**src/hw/rtl/assert_macros.svh**
```systemverilog
// Assertion macros shared by the queue RTL.
// No dependencies; files that assert pull this in by include.
`ifndef ASSERT_MACROS_SVH
`define ASSERT_MACROS_SVH

// Check a property at each rising edge while reset is low.
`define CQIR_ASSERT(label, clk, rst, prop, msg) \
   label: assert property (@(posedge clk) disable iff (rst) (prop)) \
      else $error(msg);

// Check a property at each rising edge, reset included.
`define CQIR_ASSERT_ALWAYS(label, clk, prop, msg) \
   label: assert property (@(posedge clk) (prop)) else $error(msg);

`endif

```
**src/hw/rtl/cqir_pkg.sv**
```systemverilog
// Shared types and constants of the circular queue with indexed read.
// No dependencies.
package cqir_pkg;

   // Default sizes of the slot store
   localparam int DEPTH_DEFAULT      = 16;
   localparam int DATA_WIDTH_DEFAULT = 32;

   // Fixed field widths
   localparam int POS_W  = 5;   // capacity, head and tail positions
   localparam int IDX_W  = 4;   // slot index of a get request
   localparam int KIND_W = 2;   // request kind

   // Capacity after reset
   localparam int CAP_RESET = (DEPTH_DEFAULT < 16) ? DEPTH_DEFAULT : 16;

   // Request kinds
   localparam logic [KIND_W-1:0] REQ_PUSH = 2'd0;
   localparam logic [KIND_W-1:0] REQ_POP  = 2'd1;
   localparam logic [KIND_W-1:0] REQ_PEEK = 2'd2;
   localparam logic [KIND_W-1:0] REQ_GET  = 2'd3;

   // Result queue between front and back
   localparam int QUEUE_DEPTH = 4;
   localparam int QPTR_W      = 2;
   localparam int LEVEL_W     = 3;

   // Status that travels with each result beat
   typedef struct packed {
      logic ok;
      logic is_empty;
      logic is_full;
   } flags_type;

endpackage

```
**src/hw/rtl/circular_queue_with_indexed_read_top.sv**
```systemverilog
// Top level of the circular queue with indexed read.
// Depends on cqir_pkg, cqir_ram, cqir_front and cqir_back.
//
// Usage:
//   Requests enter on req_* (valid/ready): push, pop, peek at head, or get
//   a physical slot. Each request yields exactly one response on rsp_*
//   (valid/ready) with ok, the read word and the empty and full flags as
//   they stand after the request.
//   The slot RAM read and the status of a request are registered at the
//   accepting edge; the response then passes through the result queue
//   and the output register, and is held back while the receiver stalls.
//   Throughput: one request per cycle with req_ready high; head and tail
//   update as a request is taken, so the next one follows immediately.
//   A four-beat result queue sits between front and back; when the
//   receiver stalls it fills and req_ready drops until room returns.
//   csr_wr_en writes the capacity (0 is taken as 1, large values are
//   clipped to the store depth) and empties the queue; write it only
//   while no response is pending. Store contents are kept.
//   Reset empties the queue and sets capacity to min(DEPTH, 16); the
//   slot store is not cleared, and only pushed slots are ever read.
module circular_queue_with_indexed_read_top #(
   parameter int DEPTH      = cqir_pkg::DEPTH_DEFAULT,
   parameter int DATA_WIDTH = cqir_pkg::DATA_WIDTH_DEFAULT
) (
   input  logic                        clock,
   input  logic                        reset,
   input  logic                        csr_wr_en,
   input  logic [cqir_pkg::POS_W-1:0]  csr_wr_data,
   input  logic                        req_valid,
   output logic                        req_ready,
   input  logic [cqir_pkg::KIND_W-1:0] req_type,
   input  logic [DATA_WIDTH-1:0]       req_push_data,
   input  logic [cqir_pkg::IDX_W-1:0]  req_slot_index,
   output logic                        rsp_valid,
   input  logic                        rsp_ready,
   output logic                        rsp_ok,
   output logic [DATA_WIDTH-1:0]       rsp_read_data,
   output logic                        rsp_is_empty,
   output logic                        rsp_is_full
);

   localparam int AW = $clog2(DEPTH);

   logic                         ram_wr_en;
   logic [AW-1:0]                ram_wr_addr;
   logic [DATA_WIDTH-1:0]        ram_wr_data;
   logic [AW-1:0]                ram_rd_addr;
   logic [DATA_WIDTH-1:0]        ram_rd_data;
   logic [cqir_pkg::LEVEL_W-1:0] queue_level;
   logic                         enq_valid;
   cqir_pkg::flags_type          enq_flags;
   logic [DATA_WIDTH-1:0]        enq_data;

   cqir_ram #(
      .WIDTH (DATA_WIDTH),
      .DEPTH (DEPTH)
   ) u_ram (
      .clock   (clock),
      .wr_en   (ram_wr_en),
      .wr_addr (ram_wr_addr),
      .wr_data (ram_wr_data),
      .rd_addr (ram_rd_addr),
      .rd_data (ram_rd_data)
   );

   cqir_front #(
      .DEPTH      (DEPTH),
      .DATA_WIDTH (DATA_WIDTH)
   ) u_front (
      .clock          (clock),
      .reset          (reset),
      .csr_wr_en      (csr_wr_en),
      .csr_wr_data    (csr_wr_data),
      .req_valid      (req_valid),
      .req_ready      (req_ready),
      .req_type       (req_type),
      .req_push_data  (req_push_data),
      .req_slot_index (req_slot_index),
      .ram_wr_en      (ram_wr_en),
      .ram_wr_addr    (ram_wr_addr),
      .ram_wr_data    (ram_wr_data),
      .ram_rd_addr    (ram_rd_addr),
      .ram_rd_data    (ram_rd_data),
      .queue_level    (queue_level),
      .enq_valid      (enq_valid),
      .enq_flags      (enq_flags),
      .enq_data       (enq_data)
   );

   cqir_back #(
      .DATA_WIDTH (DATA_WIDTH)
   ) u_back (
      .clock         (clock),
      .reset         (reset),
      .enq_valid     (enq_valid),
      .enq_flags     (enq_flags),
      .enq_data      (enq_data),
      .queue_level   (queue_level),
      .rsp_valid     (rsp_valid),
      .rsp_ready     (rsp_ready),
      .rsp_ok        (rsp_ok),
      .rsp_read_data (rsp_read_data),
      .rsp_is_empty  (rsp_is_empty),
      .rsp_is_full   (rsp_is_full)
   );

endmodule

```
**src/hw/rtl/cqir_ram.sv**
```systemverilog
// Generic single-write, single-read RAM with registered read data.
// No dependencies.
module cqir_ram #(
   parameter int WIDTH = 32,
   parameter int DEPTH = 16
) (
   input  logic                     clock,
   input  logic                     wr_en,
   input  logic [$clog2(DEPTH)-1:0] wr_addr,
   input  logic [WIDTH-1:0]         wr_data,
   input  logic [$clog2(DEPTH)-1:0] rd_addr,
   output logic [WIDTH-1:0]         rd_data
);

   logic [WIDTH-1:0] mem_ff [DEPTH];
   logic [WIDTH-1:0] rd_data_ff;

   // Write port
   always_ff @(posedge clock) begin
      if (wr_en) begin
         mem_ff[wr_addr] <= wr_data;
      end
   end

   // Registered read port
   always_ff @(posedge clock) begin
      rd_data_ff <= mem_ff[rd_addr];
   end

   assign rd_data = rd_data_ff;

endmodule

```
**src/hw/rtl/cqir_front.sv**
```systemverilog
// Front end: accepts requests, keeps capacity, head and tail, drives the slot RAM.
// Depends on cqir_pkg and assert_macros.svh; feeds the result queue in cqir_back.
`include "assert_macros.svh"

module cqir_front #(
   parameter int DEPTH      = cqir_pkg::DEPTH_DEFAULT,
   parameter int DATA_WIDTH = cqir_pkg::DATA_WIDTH_DEFAULT
) (
   input  logic                             clock,
   input  logic                             reset,
   // configuration
   input  logic                             csr_wr_en,
   input  logic [cqir_pkg::POS_W-1:0]       csr_wr_data,
   // requests
   input  logic                             req_valid,
   output logic                             req_ready,
   input  logic [cqir_pkg::KIND_W-1:0]      req_type,
   input  logic [DATA_WIDTH-1:0]            req_push_data,
   input  logic [cqir_pkg::IDX_W-1:0]       req_slot_index,
   // slot RAM
   output logic                             ram_wr_en,
   output logic [$clog2(DEPTH)-1:0]         ram_wr_addr,
   output logic [DATA_WIDTH-1:0]            ram_wr_data,
   output logic [$clog2(DEPTH)-1:0]         ram_rd_addr,
   input  logic [DATA_WIDTH-1:0]            ram_rd_data,
   // result queue
   input  logic [cqir_pkg::LEVEL_W-1:0]     queue_level,
   output logic                             enq_valid,
   output cqir_pkg::flags_type              enq_flags,
   output logic [DATA_WIDTH-1:0]            enq_data
);

   localparam int AW      = $clog2(DEPTH);
   localparam int CAP_MAX = (DEPTH < 31) ? DEPTH : 31;
   localparam int CAP_RST = (DEPTH < 16) ? DEPTH : 16;
   localparam int PW      = cqir_pkg::POS_W;

   logic [PW-1:0] cap_ff, cap_in;
   logic [PW-1:0] head_ff, head_in;
   logic [PW-1:0] tail_ff, tail_in;
   logic          s1_valid_ff, s1_valid_in;
   logic          s1_rd_ff, s1_rd_in;
   cqir_pkg::flags_type s1_flags_ff, s1_flags_in;

   logic          accept;
   logic          empty_now;
   logic          full_now;
   logic          live;
   logic          ok;
   logic [PW-1:0] cap_wr;
   logic [PW-1:0] idx_pos;

   function automatic logic empty_of(input logic [PW-1:0] h, input logic [PW-1:0] t,
                                     input logic [PW-1:0] c);
      return (h == c) || (t == c);
   endfunction

   function automatic logic full_of(input logic [PW-1:0] h, input logic [PW-1:0] t,
                                    input logic [PW-1:0] c);
      logic wrap_end;
      logic behind;
      wrap_end = (h == '0) && (t == PW'(c - 1'b1));
      behind   = (h != '0) && (t == PW'(h - 1'b1));
      return !empty_of(h, t, c) && (wrap_end || behind);
   endfunction

   // Leave room in the queue for the staged beat and this one
   assign req_ready = (queue_level + cqir_pkg::LEVEL_W'(s1_valid_ff))
                      < cqir_pkg::LEVEL_W'(cqir_pkg::QUEUE_DEPTH);
   assign accept    = req_valid && req_ready;

   assign empty_now = empty_of(head_ff, tail_ff, cap_ff);
   assign full_now  = full_of(head_ff, tail_ff, cap_ff);
   assign idx_pos   = PW'(req_slot_index);

   // Live region from head to tail, wrapping at capacity
   always_comb begin
      if (empty_now || (idx_pos >= cap_ff)) begin
         live = 1'b0;
      end else if (head_ff <= tail_ff) begin
         live = (idx_pos >= head_ff) && (idx_pos <= tail_ff);
      end else begin
         live = (idx_pos <= tail_ff) || (idx_pos >= head_ff);
      end
   end

   // Clamp a written capacity into 1 .. min(DEPTH, 31)
   always_comb begin
      if (csr_wr_data == '0) begin
         cap_wr = PW'(1);
      end else if (32'(csr_wr_data) > CAP_MAX) begin
         cap_wr = PW'(CAP_MAX);
      end else begin
         cap_wr = csr_wr_data;
      end
   end

   // Update positions and classify the request
   always_comb begin
      cap_in  = cap_ff;
      head_in = head_ff;
      tail_in = tail_ff;
      ok      = 1'b0;
      unique case (req_type)
         cqir_pkg::REQ_PUSH: begin
            if (!full_now) begin
               ok = 1'b1;
               if (empty_now) begin
                  head_in = '0;
                  tail_in = '0;
               end else if (tail_ff == PW'(cap_ff - 1'b1)) begin
                  tail_in = '0;
               end else begin
                  tail_in = PW'(tail_ff + 1'b1);
               end
            end
         end
         cqir_pkg::REQ_POP: begin
            if (!empty_now) begin
               ok = 1'b1;
               if (head_ff == tail_ff) begin
                  head_in = cap_ff;
                  tail_in = cap_ff;
               end else if (head_ff == PW'(cap_ff - 1'b1)) begin
                  head_in = '0;
               end else begin
                  head_in = PW'(head_ff + 1'b1);
               end
            end
         end
         cqir_pkg::REQ_PEEK: begin
            ok = !empty_now;
         end
         cqir_pkg::REQ_GET: begin
            ok = live;
         end
      endcase
      if (!accept) begin
         head_in = head_ff;
         tail_in = tail_ff;
      end
      // A configuration write empties the queue
      if (csr_wr_en) begin
         cap_in  = cap_wr;
         head_in = cap_wr;
         tail_in = cap_wr;
      end
   end

   // Stage the result status until the RAM read data returns
   assign s1_valid_in          = accept;
   assign s1_rd_in             = ok && ((req_type == cqir_pkg::REQ_PEEK)
                                        || (req_type == cqir_pkg::REQ_GET));
   assign s1_flags_in.ok       = ok;
   assign s1_flags_in.is_empty = empty_of(head_in, tail_in, cap_ff);
   assign s1_flags_in.is_full  = full_of(head_in, tail_in, cap_ff);

   // Slot RAM access
   assign ram_wr_en   = accept && (req_type == cqir_pkg::REQ_PUSH) && !full_now;
   assign ram_wr_addr = AW'(tail_in);
   assign ram_wr_data = req_push_data;
   assign ram_rd_addr = (req_type == cqir_pkg::REQ_PEEK) ? AW'(head_ff) : AW'(req_slot_index);

   always_ff @(posedge clock) begin
      if (reset) begin
         cap_ff      <= PW'(CAP_RST);
         head_ff     <= PW'(CAP_RST);
         tail_ff     <= PW'(CAP_RST);
         s1_valid_ff <= 1'b0;
      end else begin
         cap_ff      <= cap_in;
         head_ff     <= head_in;
         tail_ff     <= tail_in;
         s1_valid_ff <= s1_valid_in;
      end
   end

   always_ff @(posedge clock) begin
      if (accept) begin
         s1_rd_ff    <= s1_rd_in;
         s1_flags_ff <= s1_flags_in;
      end
   end

   // Hand the staged beat to the queue
   assign enq_valid = s1_valid_ff;
   assign enq_flags = s1_flags_ff;
   assign enq_data  = s1_rd_ff ? ram_rd_data : '0;

   `CQIR_ASSERT(a_empty_pair, clock, reset, (head_ff == cap_ff) == (tail_ff == cap_ff), "head and tail disagree on empty")
   `CQIR_ASSERT(a_cap_range, clock, reset, (cap_ff != '0) && (32'(cap_ff) <= CAP_MAX), "capacity out of range")
   `CQIR_ASSERT(a_pos_range, clock, reset, (head_ff <= cap_ff) && (tail_ff <= cap_ff), "position beyond capacity")

endmodule

```
**src/hw/rtl/cqir_back.sv**
```systemverilog
// Back end: short result queue and the output register of the response channel.
// Depends on cqir_pkg and assert_macros.svh; fed by cqir_front.
`include "assert_macros.svh"

module cqir_back #(
   parameter int DATA_WIDTH = cqir_pkg::DATA_WIDTH_DEFAULT
) (
   input  logic                         clock,
   input  logic                         reset,
   // from the front end
   input  logic                         enq_valid,
   input  cqir_pkg::flags_type          enq_flags,
   input  logic [DATA_WIDTH-1:0]        enq_data,
   output logic [cqir_pkg::LEVEL_W-1:0] queue_level,
   // responses
   output logic                         rsp_valid,
   input  logic                         rsp_ready,
   output logic                         rsp_ok,
   output logic [DATA_WIDTH-1:0]        rsp_read_data,
   output logic                         rsp_is_empty,
   output logic                         rsp_is_full
);

   localparam int QD = cqir_pkg::QUEUE_DEPTH;
   localparam int QW = cqir_pkg::QPTR_W;
   localparam int LW = cqir_pkg::LEVEL_W;

   cqir_pkg::flags_type   q_flags_ff [QD];
   logic [DATA_WIDTH-1:0] q_data_ff  [QD];
   logic [QW-1:0]         wr_ptr_ff, wr_ptr_in;
   logic [QW-1:0]         rd_ptr_ff, rd_ptr_in;
   logic [LW-1:0]         count_ff, count_in;
   logic                  out_valid_ff, out_valid_in;
   cqir_pkg::flags_type   out_flags_ff;
   logic [DATA_WIDTH-1:0] out_data_ff;
   logic                  deq;

   // Advance the queue into the output register when that register frees up
   assign deq          = (count_ff != '0) && (!out_valid_ff || rsp_ready);
   assign wr_ptr_in    = enq_valid ? QW'(wr_ptr_ff + 1'b1) : wr_ptr_ff;
   assign rd_ptr_in    = deq ? QW'(rd_ptr_ff + 1'b1) : rd_ptr_ff;
   assign count_in     = LW'(count_ff + LW'(enq_valid) - LW'(deq));
   assign out_valid_in = deq || (out_valid_ff && !rsp_ready);

   always_ff @(posedge clock) begin
      if (reset) begin
         wr_ptr_ff    <= '0;
         rd_ptr_ff    <= '0;
         count_ff     <= '0;
         out_valid_ff <= 1'b0;
      end else begin
         wr_ptr_ff    <= wr_ptr_in;
         rd_ptr_ff    <= rd_ptr_in;
         count_ff     <= count_in;
         out_valid_ff <= out_valid_in;
      end
   end

   // Store incoming beats
   always_ff @(posedge clock) begin
      if (enq_valid) begin
         q_flags_ff[wr_ptr_ff] <= enq_flags;
         q_data_ff[wr_ptr_ff]  <= enq_data;
      end
   end

   // Load the output register
   always_ff @(posedge clock) begin
      if (deq) begin
         out_flags_ff <= q_flags_ff[rd_ptr_ff];
         out_data_ff  <= q_data_ff[rd_ptr_ff];
      end
   end

   assign queue_level   = count_ff;
   assign rsp_valid     = out_valid_ff;
   assign rsp_ok        = out_flags_ff.ok;
   assign rsp_read_data = out_data_ff;
   assign rsp_is_empty  = out_flags_ff.is_empty;
   assign rsp_is_full   = out_flags_ff.is_full;

   `CQIR_ASSERT(a_no_overflow, clock, reset, !(enq_valid && (count_ff == LW'(QD)) && !deq), "result queue overflow")
   `CQIR_ASSERT(a_level_range, clock, reset, count_ff <= LW'(QD), "result queue level out of range")
   `CQIR_ASSERT(a_fail_zero, clock, reset, (out_valid_ff && !out_flags_ff.ok) |-> (out_data_ff == '0), "failed request carries data")

endmodule

```
**config.mk**
```make
export PLATFORM = sky130hd
export DESIGN_NAME = circular_queue_with_indexed_read_top
export DESIGN_NICKNAME = d
export VERILOG_FILES = /design/src/hw/rtl/cqir_pkg.sv /design/src/hw/rtl/circular_queue_with_indexed_read_top.sv /design/src/hw/rtl/cqir_ram.sv /design/src/hw/rtl/cqir_front.sv /design/src/hw/rtl/cqir_back.sv
export VERILOG_INCLUDE_DIRS = /design/src /design/src/hw/rtl
export SDC_FILE = /design/constraint.sdc
export NUM_CORES = 1
export LEC_CHECK = 0
export ABC_AREA = 0
export BUFFER_PORTS_ARGS = -buffer_cell sky130_fd_sc_hd__buf_4
export CORE_ASPECT_RATIO = 0.9
export CORE_MARGIN = 2
export CORE_UTILIZATION = 60
export DETAILED_ROUTE_END_ITERATION = 10
export PLACE_DENSITY_LB_ADDON = 0.1
export SETUP_SLACK_MARGIN = 0.1
export SLEW_MARGIN = 40
export SYNTH_ARGS = -nofsm -noshare
export SYNTH_HDL_FRONTEND = slang
export SYNTH_SLANG_ARGS = --single-unit
```
**constraint.sdc**
```tcl
create_clock -name clock -period 5.5 [get_ports clock]
set_clock_uncertainty 0.05 [all_clocks]
set_input_delay 1.375 -clock clock [delete_from_list [all_inputs] [get_ports clock]]
set_output_delay 1.375 -clock clock [all_outputs]
set_load 0.05 [all_outputs]
```
# [Word-level counts from Yosys, hierarchy flattened]
# Memory sizes are Yosys's and may differ from the RTL's. A register that Yosys moved wholly into a read port is not among the register bits.
# Cells that the tools add are included.
[totals] register_bits=28 mem_count=3 wordCells=106 inputBits=48 ramBits=652 output_inout_bits=37
[memory_table] name="u_ram.mem_ff" words=16 width=32 rd=1 rd_clocked_by_memory_dff=1 wr=1 line="cqir_ram.sv:15" source="logic [WIDTH-1:0] mem_ff [DEPTH];"
[memory_table] name="u_back.q_data_ff" words=4 width=32 rd=1 rd_clocked_by_memory_dff=1 wr=1 line="cqir_back.sv:29" source="logic [DATA_WIDTH-1:0] q_data_ff [QD];"
[memory_table] name="u_back.q_flags_ff" words=4 width=3 rd=1 rd_clocked_by_memory_dff=1 wr=1 line="cqir_back.sv:28" source="cqir_pkg::flags_type q_flags_ff [QD];"
[classes] n_mux=29 reduce_logical=34 n_eq_ne=13 n_addsub=9 n_lt_le_gt_ge=6
[op_table] operator="2-to-1 mux 5 bit" n=16
[op_table] operator="equality test 5 bit" n=10
[op_table] operator="2-to-1 mux 32 bit" n=1
[op_table] operator="case mux 5 bit (2 select lines)" n=2
[op_table] operator="zero test 5 bit" n=3
[op_table] operator="subtractor 5 x 1 -> 5 bit, second input constant" n=3
[op_table] operator="logical AND 1 bit" n=13
[op_table] operator="adder 5 x 1 -> 5 bit, second input constant" n=2
[op_table] operator="greater-or-equal comparator 4 x 5 -> 1 bit" n=2
[op_table] operator="nonzero test 5 bit" n=2
[op_table] operator="logical OR 1 bit" n=9
[op_table] operator="2-to-1 mux 1 bit" n=8
[op_table] operator="> comparator 5 bit, second input constant" n=1
[op_table] operator="<= comparator 4 x 5 -> 1 bit" n=1
[op_table] operator="<= comparator 5 bit" n=1
[op_table] operator="zero test 1 bit" n=5
[op_table] operator="adder 2 x 1 -> 2 bit, second input constant" n=2
[op_table] operator="equality test 2 bit, second input constant" n=2
[op_table] operator="2-to-1 mux 4 bit" n=1
[op_table] operator="case mux 1 bit (4 select lines)" n=1
[op_table] operator="adder 3 x 1 -> 3 bit" n=1
[op_table] operator="less-than comparator 3 bit, second input constant" n=1
[op_table] operator="nonzero test 3 bit" n=1
[op_table] operator="subtractor 3 x 1 -> 3 bit" n=1
[op_table] operator="other kinds (2)" n=2

# [Depth between registers and ports, before layout]
[logic_depth] ltp_word=14 depth_mapped=16 depth_no_buf=14

# [Modules after synthesis]
# From an unflattened synthesis, not the netlist that was laid out.
[hier_totals] cells_unflattened=1520 hier_area_um2=29604.6
[modules_own_cells] mod="cqir_ram" seq_area_each_um2=16015.4 area_each_um2=19854.0 cells_each=838 n_inst=1
[modules_own_cells] mod="cqir_back" seq_area_each_um2=5415.2 area_each_um2=6573.8 cells_each=265 n_inst=1
[modules_own_cells] mod="cqir_front" seq_area_each_um2=440.4 area_each_um2=3176.8 cells_each=417 n_inst=1

# [Worst setup path before layout]
# No wires, ideal clock.
[synth_path] path_kind="input-to-reg" startpoint="input req_type[0] in the netlist's numbering" endpoint="memory u_ram.mem_ff[1][0] (enable)" path_stages=7 t_arrival_ns=4.317 n_path_buf=1 path_slack_ns=0.712 cell_sequence="clkbuf_1 -> nor2b_1 -> nand3_1 -> o311ai_1 -> o21ai_1 -> or2_2 -> nor2_1"
[synth_between] elab_chain_cells=5 elab_cells_between_ends=9
[synth_lines] element="start, declared" line="circular_queue_with_indexed_read_top.sv:31" source="input logic [cqir_pkg::KIND_W-1:0] req_type,"
[synth_lines] element="parallel branches: the longest is 5 deep, another holds case mux 5 bit (2 select lines)"
[synth_lines] element="end, declared" line="cqir_ram.sv:15"
# Parallel ways; which one is timed is not known.

# [Final worst setup path]
[layout_path] startpoint="register u_front.tail_ff[2]" endpoint="memory u_ram.mem_ff[14][13] (enable)"
[layout_between] elab_chain_cells=8 elab_cells_between_ends=23
[layout_lines] element="start, declared" line="cqir_front.sv:40" source="logic [PW-1:0] tail_ff, tail_in;"
[layout_lines] element="start signal, assigned" line="cqir_front.sv:168" source="tail_ff <= PW'(CAP_RST);"
[layout_lines] element="start signal, assigned" line="cqir_front.sv:173" source="tail_ff <= tail_in;"
[layout_lines] element="parallel branches: the longest is 8 deep, another holds adder 5 x 1 -> 5 bit"
# Parallel ways; which one is timed is not known.

==> out/metrics.cfg <==
[outcome]
status = finished, final reports clean

[power_and_ir_drop]
p_leak_nw = 11.1
max-vdd-ir-drop_v = 0.000303
powerDensity_mw_per_mm2 = 410

[routing]
route.detailed.drc = 0
vias = 14757
wirelength_um = 62100
drt-initial-drc-count = 1454
drt_pass1_iterations = 5
routedWlPerCell_um = 26.4
ant_nets = 0
viasPerCell = 6.28

[cts]
cts-resized-gates = 0
clk_pin_slew_ps = 60
clk_latency_ps = 610
h-tree-depth = 3
cts.sinks = 747
cts_tree = done
cts_hold_repair.buffers = 0
postCtsSetupBuffers = 0
cts_made_buffers = 73
cts_buffer_depth = 3
cts-root-buf = clkbuf_16

[sta]
max_slew_margin = 0.448
hold_ws_ps = 465
grt_setup_unrepaired = no
report.final.slew_viol_count = 0
worst_slack_ps = 1010
worst_pin_slew_ps = 827
finalHoldViolCount = 0
fmax_mhz = 223
setup_tns_ps = 0
setup_viol = 0
period_needed_ps = 4490
period_share = 0.817

[setup_path]
ff2ff_setup_slack_ps = 1010
cp_top_family = simple AND/OR/NAND/NOR gates
cp-startpoint = u_front.tail_ff[2]
crit_required_ps = 5690
path_depth = 11
reg2reg_from = u_front.tail_ff[2]
max_stage_delay_ps = 730
path_max_fanout = 32
worstPathCellList = inv_1 -> ha_1 -> and4_1 -> nand2_1 -> o21ai_1 -> a21oi_1 -> o31a_1 -> nor3_1 -> nand2_1 -> nor2_4 -> buf_4
slowest_stage = dfxtp_1
cp.arrival_ps = 4680
worst_setup_path_start_kind = flop
path_class = reg2reg
crit_buf_inv = 2
timing.rr.end = u_ram.mem_ff[14][13]
cp_common_cell = nand2_1
r2r_cells = 11
crit_end = u_ram.mem_ff[14][13]
crit_path_end_kind = flop

[floorplan]
core_mm2 = 0.0488
ios = 85
start_util = 0.604
dieWidth_um = 238
rows = 77
die-area_mm2 = 0.0510
dieHeight_um = 214

[global_route]
grt_first_pass_wirelength_um = 95200
grt_pass1_vias = 15020
grt_overflow_total = 0
antenna_found_initial = 1
grt_max_degree = 51
use_met1 = 0.379
busiest_layer = met2
grt_use_met2 = 0.389
use_met3 = 0.0519
grtUsageTotal = 0.253

[final_layout]
antenna_cells = 0
final_nets = 1740
drive_above_1_share = 0.258
areaGrowthSynthToFinish_pct = 13.8
fin_util = 0.688

[run]
max_cap_viol_count = 0

[synthesis]
synth_compound_area_frac = 0.0396
synth-adder-area-share = 0.0131
synth_mux_area_frac = 0.125
synthFlopType = edfxtp_1
ys_types = 80
netlist_area_mm2 = 0.0295
synth_fp_nets = 1621
ys_async_sr_fraction = 0
synth.avg_cell_area_um2 = 19.1
syn_inst = 1543
synthSimpleGateAreaFrac = 0.0496
synth_top_family_by_area = multiplexers
synth-edff-count = 691
seq_area_frac_synth = 0.741
ys_warn_count = 0
synthXorXnorAreaFrac = 0.0153
yosys_register_bits = 747

[placed_design]
dpl.hpwl_um = 36300
port_buffers = 84
dpl_worst_slack_ps = 990
gp_congestion = 0.867

[worst_hold_path]
hold_start = u_back.rsp_valid
hold_depth = 2
hp-class = reg2reg

==> kinds of logic (layout without fill, tap and decap cells) <==
kind of cell | Yosys count | after routing
adder cells (fa/ha/maj) | 31 | 31
AND/OR/NAND/NOR | 286 | 286
buffers and inverters | 112 | 288
AO/OA/AOI/OAI | 157 | 157
XOR/XNOR | 45 | 45
flip-flops | 747 | 747
multiplexers | 165 | 165
==> tightest hold or removal path, cell delays in order (launching register included) <==
cell,delay [ps]
dfxtp_1,350
nand2_1,70
a21oi_1,50
==> where the power goes <==
group,total (mW),switching (mW),leakage [nW],internal [mW]
sequential,6.75,0.132,6.74,6.62
combinational,2.12,1.37,3.18,0.755
clock,4.89,2.03,1.14,2.86
==> state kept, by name (all words and copies together), names as in the netlist <==
signal and count:
u_back.rsp_is_empty 1, u_front.enq_flags 3, u_back.rsp_is_full 1, u_back.wr_ptr_ff 2, u_ram.mem_ff 512, u_back.rsp_ok 1
u_front.s1_rd_ff 1, u_front.cap_ff 5, u_front.head_ff 5, u_back.q_data_ff 128, u_ram.rd_data 32, u_back.rd_ptr_ff 2
u_back.q_flags_ff 12, u_front.tail_ff 5, u_front.enq_valid 1, u_back.queue_level 3, u_back.rsp_read_data 32, u_back.rsp_valid 1
==> synthesized netlist by cell type, drive strengths merged, types with 3 or more instances <==
| library cell | count | area share |
|---|---|---|
| a221oi | 3 | 0.0011 |
| nor3 | 10 | 0.0020 |
| and2 | 73 | 0.015 |
| a21o | 4 | 0.0010 |
| mux4 | 163 | 0.12 |
| nand2b | 8 | 0.0017 |
| a311oi | 4 | 0.0014 |
| o311ai | 3 | 0.00089 |
| o31ai | 3 | 0.00076 |
| nand2 | 89 | 0.011 |
| and3 | 4 | 0.00085 |
| a21oi | 24 | 0.0041 |
| a211oi | 35 | 0.0093 |
| nand3b | 3 | 0.00076 |
| a31oi | 37 | 0.0078 |
| inv | 23 | 0.0029 |
| clkbuf | 43 | 0.0055 |
| nor3b | 4 | 0.0012 |
| xnor2 | 25 | 0.0074 |
| ha | 30 | 0.013 |
| xor2 | 17 | 0.0056 |
| nor2b | 7 | 0.0015 |
| nand3 | 15 | 0.0025 |
| a211o | 3 | 0.00089 |
| o21ai | 11 | 0.0020 |
| edfxtp | 691 | 0.70 |
| o21a | 3 | 0.00076 |
| o22ai | 3 | 0.00085 |
| nor2 | 53 | 0.0067 |
| nor4 | 4 | 0.00085 |
| dfxtp | 56 | 0.038 |
| nand4 | 7 | 0.0015 |
| buf | 45 | 0.0083 |
==> how the worst min path moves through the flow <==
stage / to / slack (ps)
2_1_floorplan: u_back.q_flags_ff[0][0] / 410
3_3_place_gp: u_back.q_flags_ff[2][1] / 430
3_5_place_dp: u_back.q_flags_ff[2][1] / 450
4_1_cts: u_back.q_flags_ff[2][1] / 470
5_1_grt: u_back.q_flags_ff[2][1] / 490
6_report: u_back.rsp_valid / 460
==> stage by stage <==
step                      cells  total power, mW  cell area (um^2)
after global routing       2351             14.2             33600
after CTS                  2351             13.9             33600
after global placement     2218             8.99             31200
after floorplan            1543             8.33             29500
after detailed placement   2219             9.02             31300
final                      2351             13.8             33600
==> routing by layer <==
metal | vias up | share of wire
met2 | 507 | 0.47
met4 | 0 | 0.022
li1 | 6434 | -
met1 | 7717 | 0.44
met3 | 99 | 0.068
met5 | - | 0
==> layout make-up <==
cell class / instances / area, um^2
Clock buffer: 102 / 2020
Sequential cell: 747 / 21900
Clock inverter: 30 / 318
Tap cell: 632 / 791
Multi-Input combinational cell: 684 / 7350
Timing Repair Buffer: 132 / 1160
Fill cell: 3072 / 15200
Inverter: 24 / 90.1
==> cells in the final DEF (no fill, tap or decap), types with 4 or more instances in the layout <==
| cell type | instances |
|---|---|
| edfxtp_1 | 691 |
| a21o_1 | 4 |
| xnor2_1 | 25 |
| o21ai_1 | 4 |
| nand4_1 | 7 |
| and2_1 | 67 |
| clkinv_2 | 11 |
| inv_6 | 5 |
| a211oi_1 | 34 |
| nor4_1 | 4 |
| clkbuf_16 | 75 |
| clkbuf_8 | 4 |
| o21ai_0 | 5 |
| and2_4 | 4 |
| nor2_4 | 16 |
| nor2_1 | 37 |
| and3_1 | 4 |
| nand3_1 | 15 |
| inv_1 | 23 |
| dfxtp_1 | 55 |
| nor3_1 | 8 |
| a31oi_1 | 37 |
| clkbuf_1 | 23 |
| bufinv_16 | 6 |
| a21oi_1 | 20 |
| buf_12 | 13 |
| nand2_1 | 89 |
| nand2b_1 | 8 |
| buf_4 | 118 |
| clkinv_1 | 7 |
| mux4_2 | 163 |
| ha_1 | 30 |
| a21oi_4 | 4 |
| nor2b_1 | 7 |
| xor2_1 | 15 |
No activity file was read; power rests on OpenSTA's default activity.
